--- src/hdl/adbm_pkg.sv ---
// Shared types, codes and lookup functions of the ADB mouse register device.
`default_nettype none
package adbm_pkg;

    typedef enum logic [2:0] {
        OP_MOTION  = 3'd0,
        OP_BUTTON  = 3'd1,
        OP_TALK0   = 3'd2,
        OP_TALK1   = 3'd3,
        OP_LISTEN3 = 3'd4
    } op_t;

    typedef enum logic [1:0] {
        CFG_CLASS      = 2'd0,
        CFG_BUTTONS    = 2'd1,
        CFG_AXIS_BITS  = 2'd2,
        CFG_RESOLUTION = 2'd3
    } cfg_idx_t;

    localparam logic [7:0]  CMD_SET_ADDR     = 8'h00;
    localparam logic [7:0]  CMD_HANDLER_STD  = 8'h01;
    localparam logic [7:0]  CMD_HANDLER_EXT2 = 8'h02;
    localparam logic [7:0]  CMD_HANDLER_EXT4 = 8'h04;
    localparam logic [7:0]  CMD_MOVE_ADDR    = 8'hFE;
    localparam int          SRQ_BIT          = 5;
    localparam logic [7:0]  CLASS_TABLET     = 8'd0;
    localparam logic [7:0]  CLASS_MOUSE      = 8'd1;
    localparam logic [7:0]  HANDLER_STD      = 8'd1;
    localparam logic [3:0]  ADDR_RESET       = 4'd3;
    localparam logic [23:0] ACC_MAX          = 24'h7FFFFF;
    localparam logic [23:0] ACC_MIN          = 24'h800000;
    localparam int          QUEUE_DEPTH      = 2;

    typedef struct packed {
        logic        [7:0]  listen_lo;
        logic        [7:0]  listen_hi;
        logic        [3:0]  listen_len;
        logic               collision;
        logic               force_req;
        logic        [7:0]  button_bits;
        logic signed [15:0] pos_y;
        logic signed [15:0] pos_x;
        logic signed [15:0] delta_y;
        logic signed [15:0] delta_x;
        op_t                op;
    } in_item_t;

    typedef struct packed {
        logic [7:0][7:0] bytes;
        logic [2:0]      last_idx;
        logic [3:0]      bus_address;
        logic            srq_enabled;
        logic [7:0]      handler_now;
    } reply_t;

    typedef struct packed {
        logic valid;
        logic ready;
    } q_ctl_t;

    function automatic logic [3:0] eff_buttons(input logic [3:0] cnt);
        eff_buttons = (cnt > 4'd8) ? 4'd8 : cnt;
    endfunction

    function automatic logic [7:0] button_mask(input logic [3:0] nb);
        logic [8:0] m;
        m = (9'd1 << nb) - 9'd1;
        button_mask = m[7:0];
    endfunction

    function automatic logic [4:0] bits_for_buttons(input logic [3:0] nb);
        unique case (nb)
            4'd1, 4'd2: bits_for_buttons = 5'd7;
            4'd3, 4'd4: bits_for_buttons = 5'd10;
            4'd5, 4'd6: bits_for_buttons = 5'd13;
            4'd7, 4'd8: bits_for_buttons = 5'd16;
            default:    bits_for_buttons = 5'd0;
        endcase
    endfunction

    function automatic logic [4:0] bits_for_axis(input logic [4:0] ab);
        unique case (ab)
            5'd8, 5'd9, 5'd10:    bits_for_axis = 5'd10;
            5'd11, 5'd12, 5'd13:  bits_for_axis = 5'd13;
            5'd14, 5'd15, 5'd16:  bits_for_axis = 5'd16;
            default:              bits_for_axis = 5'd7;
        endcase
    endfunction

    function automatic logic [15:0] clamp_axis(input logic signed [23:0] v,
                                               input logic [4:0] ab);
        logic signed [23:0] hi;
        logic signed [23:0] lo;
        hi = (24'sd1 <<< (ab - 5'd1)) - 24'sd1;
        lo = ~hi;
        if (v > hi)
        begin
            clamp_axis = hi[15:0];
        end
        else if (v < lo)
        begin
            clamp_axis = lo[15:0];
        end
        else
        begin
            clamp_axis = v[15:0];
        end
    endfunction

endpackage
`default_nettype wire

--- src/hdl/adbm_front.sv ---
// Front part: configuration registers, device state and reply building.
`default_nettype none
module adbm_front (
    input  wire logic              clk,
    input  wire logic              rst_n,
    input  wire logic              cfg_valid,
    output logic                   cfg_ready,
    input  wire logic [1:0]        cfg_index,
    input  wire logic [15:0]       cfg_data,
    input  wire logic              item_valid,
    output logic                   item_ready,
    input  wire adbm_pkg::in_item_t item,
    output adbm_pkg::reply_t       reply,
    output logic                   push,
    input  wire adbm_pkg::q_ctl_t  q_ctl
);
    import adbm_pkg::*;

    logic [7:0]  class_reg;
    logic [3:0]  buttons_cfg_reg;
    logic [4:0]  axis_bits_reg;
    logic [15:0] res_reg;

    logic signed [23:0] accum_x_reg, accum_x_next;
    logic signed [23:0] accum_y_reg, accum_y_next;
    logic signed [15:0] abs_x_reg, abs_x_next;
    logic signed [15:0] abs_y_reg, abs_y_next;
    logic [7:0]  held_reg, held_next;
    logic        changed_reg, changed_next;
    logic [3:0]  address_reg, address_next;
    logic [7:0]  handler_reg, handler_next;
    logic        srq_reg, srq_next;

    logic        accept;
    logic [3:0]  nb;
    logic [3:0]  nb_pack;
    logic [4:0]  ab;
    logic [4:0]  tb_axis;
    logic [4:0]  tb_btn;
    logic [4:0]  tb;
    logic [1:0]  nn;
    logic signed [24:0] sum_x, sum_y;
    logic signed [23:0] sat_x, sat_y;
    logic [15:0] yv, xv;
    logic        tablet;
    logic        report;
    logic [7:0][7:0] talk0_bytes;

    assign cfg_ready  = 1'b1;
    assign item_ready = q_ctl.ready;
    assign accept     = item_valid && item_ready;

    always_ff @(posedge clk or negedge rst_n)
    begin
        if (!rst_n)
        begin
            class_reg       <= CLASS_MOUSE;
            buttons_cfg_reg <= 4'd1;
            axis_bits_reg   <= 5'd7;
            res_reg         <= 16'd300;
        end
        else if (cfg_valid)
        begin
            unique case (cfg_idx_t'(cfg_index))
                CFG_CLASS:      class_reg       <= cfg_data[7:0];
                CFG_BUTTONS:    buttons_cfg_reg <= cfg_data[3:0];
                CFG_AXIS_BITS:  axis_bits_reg   <= cfg_data[4:0];
                CFG_RESOLUTION: res_reg         <= cfg_data;
                default:        res_reg         <= res_reg;
            endcase
        end
    end

    always_comb
    begin
        nb      = eff_buttons(buttons_cfg_reg);
        nb_pack = (nb == 4'd0) ? 4'd1 : nb;
        if (axis_bits_reg < 5'd7)
        begin
            ab = 5'd7;
        end
        else if (axis_bits_reg > 5'd16)
        begin
            ab = 5'd16;
        end
        else
        begin
            ab = axis_bits_reg;
        end
        tb_axis = bits_for_axis(ab);
        tb_btn  = bits_for_buttons(nb_pack);
        tb      = (tb_btn > tb_axis) ? tb_btn : tb_axis;
        case (tb)
            5'd10:   nn = 2'd1;
            5'd13:   nn = 2'd2;
            5'd16:   nn = 2'd3;
            default: nn = 2'd0;
        endcase
        tablet = (class_reg == CLASS_TABLET);
        yv = clamp_axis(tablet ? 24'(abs_y_reg) : accum_y_reg, ab);
        xv = clamp_axis(tablet ? 24'(abs_x_reg) : accum_x_reg, ab);
        talk0_bytes    = '0;
        talk0_bytes[0] = {~held_reg[0], yv[6:0]};
        talk0_bytes[1] = {~held_reg[1], xv[6:0]};
        talk0_bytes[2] = {~held_reg[2], yv[9:7], ~held_reg[3], xv[9:7]};
        talk0_bytes[3] = {~held_reg[4], yv[12:10], ~held_reg[5], xv[12:10]};
        talk0_bytes[4] = {~held_reg[6], yv[15:13], ~held_reg[7], xv[15:13]};
        report = (accum_x_reg != 24'sd0) || (accum_y_reg != 24'sd0) || changed_reg
                 || item.force_req;

        sum_x = 25'(accum_x_reg) + 25'(item.delta_x);
        sum_y = 25'(accum_y_reg) + 25'(item.delta_y);
        sat_x = (sum_x[24] != sum_x[23]) ? (sum_x[24] ? ACC_MIN : ACC_MAX) : sum_x[23:0];
        sat_y = (sum_y[24] != sum_y[23]) ? (sum_y[24] ? ACC_MIN : ACC_MAX) : sum_y[23:0];
    end

    always_comb
    begin
        accum_x_next = accum_x_reg;
        accum_y_next = accum_y_reg;
        abs_x_next   = abs_x_reg;
        abs_y_next   = abs_y_reg;
        held_next    = held_reg;
        changed_next = changed_reg;
        address_next = address_reg;
        handler_next = handler_reg;
        srq_next     = srq_reg;
        push         = 1'b0;
        reply.bytes       = talk0_bytes;
        reply.last_idx    = 3'd1 + 3'(nn);
        reply.bus_address = address_reg;
        reply.srq_enabled = srq_reg;
        reply.handler_now = handler_reg;
        if (class_reg == CLASS_MOUSE && handler_reg == HANDLER_STD)
        begin
            reply.last_idx = 3'd1;
        end
        if (accept)
        begin
            unique case (item.op)
                OP_MOTION:
                begin
                    accum_x_next = sat_x;
                    accum_y_next = sat_y;
                    abs_x_next   = item.pos_x;
                    abs_y_next   = item.pos_y;
                    if (tablet)
                    begin
                        changed_next = 1'b1;
                    end
                end
                OP_BUTTON:
                begin
                    held_next    = item.button_bits & button_mask(nb);
                    abs_x_next   = item.pos_x;
                    abs_y_next   = item.pos_y;
                    changed_next = 1'b1;
                end
                OP_TALK0:
                begin
                    if (report)
                    begin
                        push         = 1'b1;
                        accum_x_next = '0;
                        accum_y_next = '0;
                        changed_next = 1'b0;
                    end
                end
                OP_TALK1:
                begin
                    push           = 1'b1;
                    reply.bytes    = {4'd0, buttons_cfg_reg, class_reg, res_reg[7:0],
                                      res_reg[15:8], "l", "p", "p", "a"};
                    reply.last_idx = 3'd7;
                end
                OP_LISTEN3:
                begin
                    if (item.listen_len >= 4'd2)
                    begin
                        case (item.listen_lo)
                            CMD_SET_ADDR:
                            begin
                                address_next = item.listen_hi[3:0];
                                srq_next     = item.listen_hi[SRQ_BIT];
                            end
                            CMD_HANDLER_STD, CMD_HANDLER_EXT2, CMD_HANDLER_EXT4:
                            begin
                                handler_next = item.listen_lo;
                            end
                            CMD_MOVE_ADDR:
                            begin
                                if (!item.collision)
                                begin
                                    address_next = item.listen_hi[3:0];
                                end
                            end
                            default:
                            begin
                                handler_next = handler_reg;
                            end
                        endcase
                    end
                end
                default:
                begin
                    push = 1'b0;
                end
            endcase
        end
    end

    always_ff @(posedge clk or negedge rst_n)
    begin
        if (!rst_n)
        begin
            accum_x_reg <= '0;
            accum_y_reg <= '0;
            abs_x_reg   <= '0;
            abs_y_reg   <= '0;
            held_reg    <= '0;
            changed_reg <= 1'b0;
            address_reg <= ADDR_RESET;
            handler_reg <= HANDLER_STD;
            srq_reg     <= 1'b1;
        end
        else
        begin
            accum_x_reg <= accum_x_next;
            accum_y_reg <= accum_y_next;
            abs_x_reg   <= abs_x_next;
            abs_y_reg   <= abs_y_next;
            held_reg    <= held_next;
            changed_reg <= changed_next;
            address_reg <= address_next;
            handler_reg <= handler_next;
            srq_reg     <= srq_next;
        end
    end

endmodule
`default_nettype wire

--- src/hdl/adbm_queue.sv ---
// Short queue of pending reply descriptors between front and back parts.
`default_nettype none
module adbm_queue (
    input  wire logic              clk,
    input  wire logic              rst_n,
    input  wire logic              push,
    input  wire adbm_pkg::reply_t  wr_data,
    input  wire logic              pop,
    output adbm_pkg::reply_t       rd_data,
    output adbm_pkg::q_ctl_t       q_ctl
);
    import adbm_pkg::*;

    localparam int PTR_W = $clog2(QUEUE_DEPTH);

    reply_t entry_reg [QUEUE_DEPTH];
    logic [PTR_W-1:0] wr_ptr_reg, wr_ptr_next;
    logic [PTR_W-1:0] rd_ptr_reg, rd_ptr_next;
    logic [PTR_W:0]   fill_reg, fill_next;

    assign q_ctl.valid = (fill_reg != '0);
    assign q_ctl.ready = (fill_reg != (PTR_W+1)'(QUEUE_DEPTH));
    assign rd_data     = entry_reg[rd_ptr_reg];

    always_comb
    begin
        wr_ptr_next = wr_ptr_reg;
        rd_ptr_next = rd_ptr_reg;
        fill_next   = fill_reg;
        if (push)
        begin
            wr_ptr_next = (wr_ptr_reg == PTR_W'(QUEUE_DEPTH - 1)) ? '0 : wr_ptr_reg + 1'b1;
        end
        if (pop)
        begin
            rd_ptr_next = (rd_ptr_reg == PTR_W'(QUEUE_DEPTH - 1)) ? '0 : rd_ptr_reg + 1'b1;
        end
        if (push && !pop)
        begin
            fill_next = fill_reg + 1'b1;
        end
        else if (pop && !push)
        begin
            fill_next = fill_reg - 1'b1;
        end
    end

    always_ff @(posedge clk)
    begin
        if (push)
        begin
            entry_reg[wr_ptr_reg] <= wr_data;
        end
    end

    always_ff @(posedge clk or negedge rst_n)
    begin
        if (!rst_n)
        begin
            wr_ptr_reg <= '0;
            rd_ptr_reg <= '0;
            fill_reg   <= '0;
        end
        else
        begin
            wr_ptr_reg <= wr_ptr_next;
            rd_ptr_reg <= rd_ptr_next;
            fill_reg   <= fill_next;
        end
    end

endmodule
`default_nettype wire

--- src/hdl/adbm_back.sv ---
// Back part: sends the queued reply bytes, one per cycle while m_tready is high, through an output register.
`default_nettype none
module adbm_back (
    input  wire logic              clk,
    input  wire logic              rst_n,
    input  wire adbm_pkg::reply_t  head,
    input  wire adbm_pkg::q_ctl_t  q_ctl,
    output logic                   pop,
    output logic                   m_tvalid,
    input  wire logic              m_tready,
    output logic [23:0]            m_tdata,
    output logic                   m_tlast
);
    import adbm_pkg::*;

    logic [2:0]  idx_reg, idx_next;
    logic        valid_reg, valid_next;
    logic [23:0] data_reg;
    logic        last_reg;
    logic        load;
    logic        is_last;

    assign load    = q_ctl.valid && (!valid_reg || m_tready);
    assign is_last = (idx_reg == head.last_idx);
    assign pop     = load && is_last;

    always_comb
    begin
        idx_next   = idx_reg;
        valid_next = valid_reg;
        if (load)
        begin
            valid_next = 1'b1;
            idx_next   = is_last ? 3'd0 : idx_reg + 3'd1;
        end
        else if (m_tready)
        begin
            valid_next = 1'b0;
        end
    end

    always_ff @(posedge clk or negedge rst_n)
    begin
        if (!rst_n)
        begin
            idx_reg   <= '0;
            valid_reg <= 1'b0;
        end
        else
        begin
            idx_reg   <= idx_next;
            valid_reg <= valid_next;
        end
    end

    always_ff @(posedge clk)
    begin
        if (load)
        begin
            data_reg <= {3'd0, head.handler_now, head.srq_enabled, head.bus_address,
                         head.bytes[idx_reg]};
            last_reg <= is_last;
        end
    end

    assign m_tvalid = valid_reg;
    assign m_tdata  = data_reg;
    assign m_tlast  = last_reg;

endmodule
`default_nettype wire

--- src/hdl/adb_mouse_register_device.sv ---
// Top level of the ADB mouse and tablet register device.
//
// Host events and bus commands arrive as words on the s_ channel; the op code
// rides in s_tuser. Motion, button and listen words update the device state and
// give no reply. A talk of register 0 (when there is something to report, or on
// force) gives 2 to 5 reply words; a talk of register 1 gives 8. Each reply word
// carries one byte with the current bus address, SRQ enable and handler ID, and
// m_tlast marks the final byte of a reply.
// The front accepts one word per cycle while the queue is not full and updates
// state in that cycle; a reply enters a two-entry queue and its first word passes
// through the output register to m_. The back sends one reply byte per cycle
// while m_tready is high; the output port sets the sustained rate.
// When m_tready is low the output register holds its word; once the queue is
// full, s_tready drops until a reply drains. Event and listen words never wait
// for the queue to empty unless it is full.
// Configuration writes on cfg_ are taken in every cycle while the block is idle.
// Reset clears the queue and the output, and sets the registers and device state
// to their defaults: mouse class, one button, 7-bit axes, 300 units per inch,
// address 3, handler 1, SRQ enabled.
`default_nettype none
module adb_mouse_register_device (
    input  wire logic        clk,
    input  wire logic        rst_n,
    input  wire logic        cfg_valid,
    output logic             cfg_ready,
    input  wire logic [1:0]  cfg_index,
    input  wire logic [15:0] cfg_data,
    input  wire logic        s_tvalid,
    output logic             s_tready,
    // delta_x, delta_y, pos_x, pos_y, button_bits, force_req, listen_len,
    // listen_hi, listen_lo, collision, zero fill
    input  wire logic [95:0] s_tdata,
    // op
    input  wire logic [2:0]  s_tuser,
    output logic             m_tvalid,
    input  wire logic        m_tready,
    // data_byte, bus_address, srq_enabled, handler_now, zero fill
    output logic [23:0]      m_tdata,
    output logic             m_tlast
);
    import adbm_pkg::*;

    in_item_t item;
    reply_t   wr_reply;
    reply_t   head;
    q_ctl_t   q_ctl;
    logic     push;
    logic     pop;

    assign item.op          = op_t'(s_tuser);
    assign item.delta_x     = s_tdata[15:0];
    assign item.delta_y     = s_tdata[31:16];
    assign item.pos_x       = s_tdata[47:32];
    assign item.pos_y       = s_tdata[63:48];
    assign item.button_bits = s_tdata[71:64];
    assign item.force_req   = s_tdata[72];
    assign item.listen_len  = s_tdata[76:73];
    assign item.listen_hi   = s_tdata[84:77];
    assign item.listen_lo   = s_tdata[92:85];
    assign item.collision   = s_tdata[93];

    adbm_front u_front (
        .clk        (clk),
        .rst_n      (rst_n),
        .cfg_valid  (cfg_valid),
        .cfg_ready  (cfg_ready),
        .cfg_index  (cfg_index),
        .cfg_data   (cfg_data),
        .item_valid (s_tvalid),
        .item_ready (s_tready),
        .item       (item),
        .reply      (wr_reply),
        .push       (push),
        .q_ctl      (q_ctl)
    );

    adbm_queue u_queue (
        .clk     (clk),
        .rst_n   (rst_n),
        .push    (push),
        .wr_data (wr_reply),
        .pop     (pop),
        .rd_data (head),
        .q_ctl   (q_ctl)
    );

    adbm_back u_back (
        .clk      (clk),
        .rst_n    (rst_n),
        .head     (head),
        .q_ctl    (q_ctl),
        .pop      (pop),
        .m_tvalid (m_tvalid),
        .m_tready (m_tready),
        .m_tdata  (m_tdata),
        .m_tlast  (m_tlast)
    );

endmodule
`default_nettype wire
--- config.mk ---
export PLATFORM = sky130hd
export DESIGN_NAME = adb_mouse_register_device
export DESIGN_NICKNAME = d
export VERILOG_FILES = /design/src/hdl/adbm_pkg.sv /design/src/hdl/adbm_front.sv /design/src/hdl/adbm_queue.sv /design/src/hdl/adbm_back.sv /design/src/hdl/adb_mouse_register_device.sv
export SDC_FILE = /design/constraint.sdc
export NUM_CORES = 1
export LEC_CHECK = 0
export ABC_AREA = 1
export ABC_CLOCK_PERIOD_IN_PS = 5380
export BUFFER_PORTS_ARGS = -buffer_cell sky130_fd_sc_hd__buf_4
export CORE_ASPECT_RATIO = 2
export CORE_MARGIN = 2
export CORE_UTILIZATION = 50
export DETAILED_ROUTE_END_ITERATION = 7
export PLACE_DENSITY = 0.68
export SYNTH_ARGS = -nofsm -noshare
export SYNTH_HDL_FRONTEND = slang
export SYNTH_SLANG_ARGS = --single-unit
--- constraint.sdc ---
create_clock -name clk -period 5.38 [get_ports clk]
set_input_delay 0.807 -clock clk [delete_from_list [all_inputs] [get_ports clk]]
set_output_delay 0.807 -clock clk [all_outputs]
set_load 0.005 [all_outputs]
# After elaboration in Yosys (flattened, before gate mapping)
# Memory sizes are Yosys's and may differ from the RTL's.
# Cells that the tools add are included.
[op_classes]
n_addsub = 11
magnitude_cmp = 10
eq_ne = 23
n_shift = 2
n_reduce_logical = 39
n_bitwise = 10
n_mux = 41
[op_table]
columns = ["cell", "n"]
rows = [
  ["24-bit two-way mux", 7],
  ["24-bit case mux with 2 select lines", 2],
  ["67-bit two-way mux", 1],
  ["16-bit two-way mux", 4],
  ["63-bit two-way mux", 1],
  ["24-bit by 16-bit adder with 25-bit output", 2],
  ["24-bit > comparator", 2],
  ["24-bit < comparator", 2],
  ["24-bit nonzero test", 2],
  ["8-bit binary-select mux with 3-bit select", 1],
  ["8-bit by 1-bit == test with 1-bit output (second input constant)", 3],
  ["24-bit NOT", 1],
  ["2-bit by 5-bit <<< shifter with 24-bit output (first input constant)", 1],
  ["24-bit by 2-bit subtractor with 24-bit output (second input constant)", 1],
  ["8-bit zero test", 2],
  ["5-bit two-way mux", 3],
  ["4-bit two-way mux", 3],
  ["2-bit AND reduction", 6],
  ["4-bit AND reduction", 3],
  ["5-bit by 4-bit == test with 1-bit output (second input constant)", 2],
  ["1-bit two-way mux", 10],
  ["2-bit nonzero test", 5],
  ["8-bit AND", 1],
  ["8-bit by 2-bit == test with 1-bit output (second input constant)", 1],
  ["other kinds (45)", 70],
]
[totals]
memories = 3
output_inout_bits = 28
register_bits = 165
rom_bits = 240
wordCells = 159
input_bits = 122
mem_bits_rw = 160
[memory_table]
columns = ["name", "depth", "width", "rd", "rd_clocked_by_memory_dff", "write_ports", "line", "source"]
rows = [
  ["(name not given)", 32, 5, 1, 0, 0, "adbm_pkg.sv:82", "unique case (ab)"],
  ["u_queue.entry_reg", 2, 80, 1, 0, 1, "adbm_queue.sv:16", "reply_t entry_reg [QUEUE_DEPTH];"],
  ["(name not given)", 16, 5, 1, 0, 0, "adbm_pkg.sv:72", "unique case (nb)"],
]

# Longest topological paths before layout
# An unclocked memory read counts as a cell.
[depth]
depth_word = 13
depth_mapped = 31
ltp_nobuf = 31

# Modules after synthesis
# Synthesis repeated with hierarchy kept, for this count alone.
[hier_totals]
hier_cells = 2265
hier_area_um2 = 20549.7
[modules_own_cells]
columns = ["module", "area_per_inst_um2", "seq_area_each_um2", "n_inst", "cells_each"]
rows = [
  ["adbm_front", 12515.8, 3394.5, 1, 1776],
  ["adbm_queue", 6379.9, 4904.7, 1, 274],
  ["adbm_back", 1654.1, 760.7, 1, 215],
]

# Worst setup path after synthesis
# Ideal clock, no wire load.
[synth_timing]
path_kind = "input port to flip-flop"
from = "input s_tvalid"
to = "memory u_queue.entry_reg[1][0] (netlist name), enable pin"
n_path_buf = 0
setup_ps = 512
path_stages = 6
arrival_ps = 4349
required_ps = 4868
setup_slack_ps = 519
path_cell_list = "nand2_1 inv_1 nand2_1 inv_1 nand2_1 nor2_1"
[synth_via]
elab_chain_cells = 4
[synth_rtl]
columns = ["element", "line", "source"]
rows = [
  ["start: declaration", "adb_mouse_register_device.sv:28", "input wire logic s_tvalid,"],
  ["1-bit logical AND", "adbm_front.sv:51", "assign accept = item_valid && item_ready;"],
  ["1-bit two-way mux", "adbm_front.sv:138", "if (accept)"],
  ["1-bit two-way mux", "adbm_queue.sv:50", "if (push)"],
  ["1-bit two-way mux (not written as such)", "adbm_queue.sv:52", "entry_reg[wr_ptr_reg] <= wr_data;"],
  ["end: declaration", "adbm_queue.sv:16", ""],
]
# Every way passes these cells.

==> results.py <==
metrics = {
    "run_status": {
        "status": "finished, final reports clean",
    },
    "floorplan": {
        "initial_core_util_pct": 50.53,
        "ios": 150,
        "core_area_sq_um": 38540,
        "rows": 102,
        "die_h_um": 283.1,
        "dieWidth_um": 143.6,
        "die_area_sq_um": 40640,
    },
    "timing": {
        "tightest_slew_ns": 1.234,
        "grt_setup_unrepaired": "false",
        "tns_ns": 0,
        "slew_viol_final": 0,
        "clock.fmax_mhz": 202.8,
        "hold_violations": 0,
        "final.min_clock_period_ns": 4.932,
        "skew_ns": 0.009793,
        "fin_crit_sh_pct": 91.67,
        "setup_viol": 0,
        "slew-limit-headroom_pct": 16.88,
    },
    "synth": {
        "synth-simple-area-share_pct": 19.55,
        "synth_cell_types": 58,
        "synthXorXnorAreaFrac_pct": 2.564,
        "synth_mux_area_share_pct": 2.968,
        "synth-edff-count": 174,
        "synthCells": 2249,
        "synth_ff_type": "edfxtp_1",
        "synth_compound_area_share_pct": 12.81,
        "synth_adder_area_share_pct": 10.61,
        "synth.avg_cell_area_sq_um": 8.659,
        "synth-seq-cells": 317,
        "synth_sequential_area_ratio_pct": 45.29,
        "ys_warn_count": 0,
        "synth_top_family_by_area": "simple AND/OR/NAND/NOR gates",
        "syn-cell-area_sq_um": 19470,
        "async_reset_ff_share_pct": 45.11,
    },
    "detailed_routing": {
        "via_per_inst": 5.598,
        "wirelength_um": 58820,
        "wl_per_cell_um": 19.89,
        "drt-initial-drc-count": 947,
        "drc": 0,
        "dr.pass1.iters": 5,
        "ant_nets": 0,
        "num_vias": 16553,
    },
    "cts": {
        "clk_latency_ns": 0.57,
        "cts_root_buf": "clkbuf_16",
        "cts_max_path_buffers": 3,
        "cts_max_level": 1,
        "post_cts_buffers": 0,
        "numClockSinks": 317,
        "cts_tree": "yes",
        "cts.clk_slew.worst_paths_ns": 0.07,
        "cts_buffers": 30,
    },
    "cells_and_area": {
        "drive_gt1_share_pct": 14.37,
        "largest_reg_flops": 152,
        "area_growth_pct": 15.56,
        "fill_cells": 3515,
        "nets": 2698,
        "stdcell_area_sq_um": 22500,
    },
    "global_routing": {
        "grt_pass1_vias": 16842,
        "antenna_found_initial": 0,
        "grt_start_max_net_pins": 95,
        "track_usage_pct": 28.96,
        "grt_pass1_wl_um": 90240,
        "grt_overflow": 0,
    },
    "power": {
        "total_leakage_power_uw": 0.01033,
        "finalPower_uw": 14200,
        "vdd_drop_max_uv": 347.6,
        "power_density_nw_per_um2": 630.9,
    },
    "setup_path": {
        "cp_data_arrival_time_ns": 5.32,
        "cp-start-kind": "register",
        "critPathRequiredTime_ns": 5.77,
        "critPathSlowestCell": "dfstp_2",
        "critical_path.max_stage_delay_ns": 0.56,
        "setup.worst_path.class": "register to register",
        "worst-path-buf-inv": 6,
        "rr_startpoint": "u_front.axis_bits_reg[0]",
        "crit_start": "u_front.axis_bits_reg[0]",
        "critPathTopFamily": "simple AND/OR/NAND/NOR gates",
        "crit_fanout": 20,
        "endpoint_kind": "register",
    },
    "place": {
        "placed_cell_area_sq_um": 21420,
        "dp.final_hpwl_um": 45440,
        "port_buffers": 139,
        "place_congestion": 0.9996,
    },
    "min_path": {
        "hp-class": "input pin to asynchronous set/reset pin",
    },
    "flow_run": {
        "maxCapViolCount": 0,
    },
}
-- repair_timing --
action	4_1_cts	5_1_grt
endpoints found under the setup margin	0	14
gates resized for setup	0	4
hold buffers	0	0
-- per-stage QoR --
step	utilization [%]	cells	hold WS, ns	setup WS [ns]
floorplan	-	2257	0.4366	0.5193
global placement	55.58	2900	0.4487	0.6029
detailed placement	55.58	2900	0.4586	0.4647
CTS	58.34	2956	0.3468	0.4451
global route	58.38	2956	0.3807	0.02185
finish	58.39	2957	0.3106	0.4480
-- placed cells by master, fill, tap and decap left out, drive strengths merged, types with 5 or more instances in the layout --
cell / n
xor2: 40
edfxtp: 174
xnor2: 17
nand4: 36
inv: 232
o31ai: 6
o211ai: 20
clkinv: 15
nor3: 24
o21a: 8
a21oi: 129
conb: 10
ha: 162
or2: 7
o221ai: 14
o22ai: 13
clkbuf: 35
nand3: 107
bufinv: 5
o21bai: 8
dfrtp: 130
buf: 200
nor4: 14
mux2: 46
o21ai: 207
mux2i: 6
dfstp: 13
a31oi: 12
nor2: 201
nand2: 507
a221oi: 6
-- synth_stat cells (all sizes together) (6+ instances only) --
cell	count	area [sq um]
nand2	507	1916
inv	229	859.6
o21ai	207	1047
nor2	201	767.0
edfxtp	174	5225
ha	162	2027
dfrtp	130	3253
a21oi	129	645.6
nand3	107	565.5
clkbuf	52	195.2
mux2	46	518.0
xor2	40	350.3
nand4	36	231.5
buf	25	135.1
nor3	24	120.1
o211ai	20	150.1
xnor2	17	148.9
nor4	14	87.58
o221ai	14	122.6
dfstp	13	341.6
o22ai	13	81.33
a31oi	12	75.07
o21a	8	60.06
o21bai	8	60.06
or2	7	43.80
a221oi	6	52.55
mux2i	6	60.06
o31ai	6	45.04
-- path summary, 6_finish.rpt --
path,end,slack [ns],cells past startpoint
max,u_queue.entry_reg[0][34],0.45,25
min reg2reg,u_queue.fill_reg[0],0.47,1
min,u_front.abs_y_reg[12],0.31,1
max reg2reg,u_queue.entry_reg[0][34],0.45,25
max in group asynchronous,u_front.abs_x_reg[1],3.79,2
min in group clk,u_front.abs_y_reg[4],0.46,2
-- layer usage --
metal,up-vias,part of all wire (%),GRT usage [%]
li1,7968,-,-
met1,7931,33,27.26
met2,463,55,54.73
met3,191,3.3,2.839
met4,0,9.3,23.19
met5,-,0,0
-- area by class of cell --
cell class / instances / area, sq um / share of cell area [%]
multi-input combinational: 1631 / 9537 / 42.38
sequential: 317 / 8821 / 39.20
timing repair buffer: 200 / 1555 / 6.911
inverter: 232 / 874.6 / 3.886
clock buffer: 35 / 820.8 / 3.647
tap: 520 / 650.6 / 2.891
clock inverter: 21 / 242.7 / 1.079
antenna: 1 / 2.502 / 0.01112
-- logic make-up after synthesis --
family / after synthesis
mux: 52
xor+xnor: 57
compound gates: 441
other cells: 2
fa+ha+maj: 164
flops: 317
simple gates: 907
buf+inv: 309
-- power breakdown --
| group | switching [uW] | total [uW] | internal, uW | leakage [uW] |
|---|---|---|---|---|
| combinational | 5090 | 7880 | 2790 | 0.00647 |
| sequential | 465 | 4020 | 3560 | 0.00333 |
| clock | 960 | 2290 | 1330 | 0.000529 |
(Power assumes the default switching activity.)
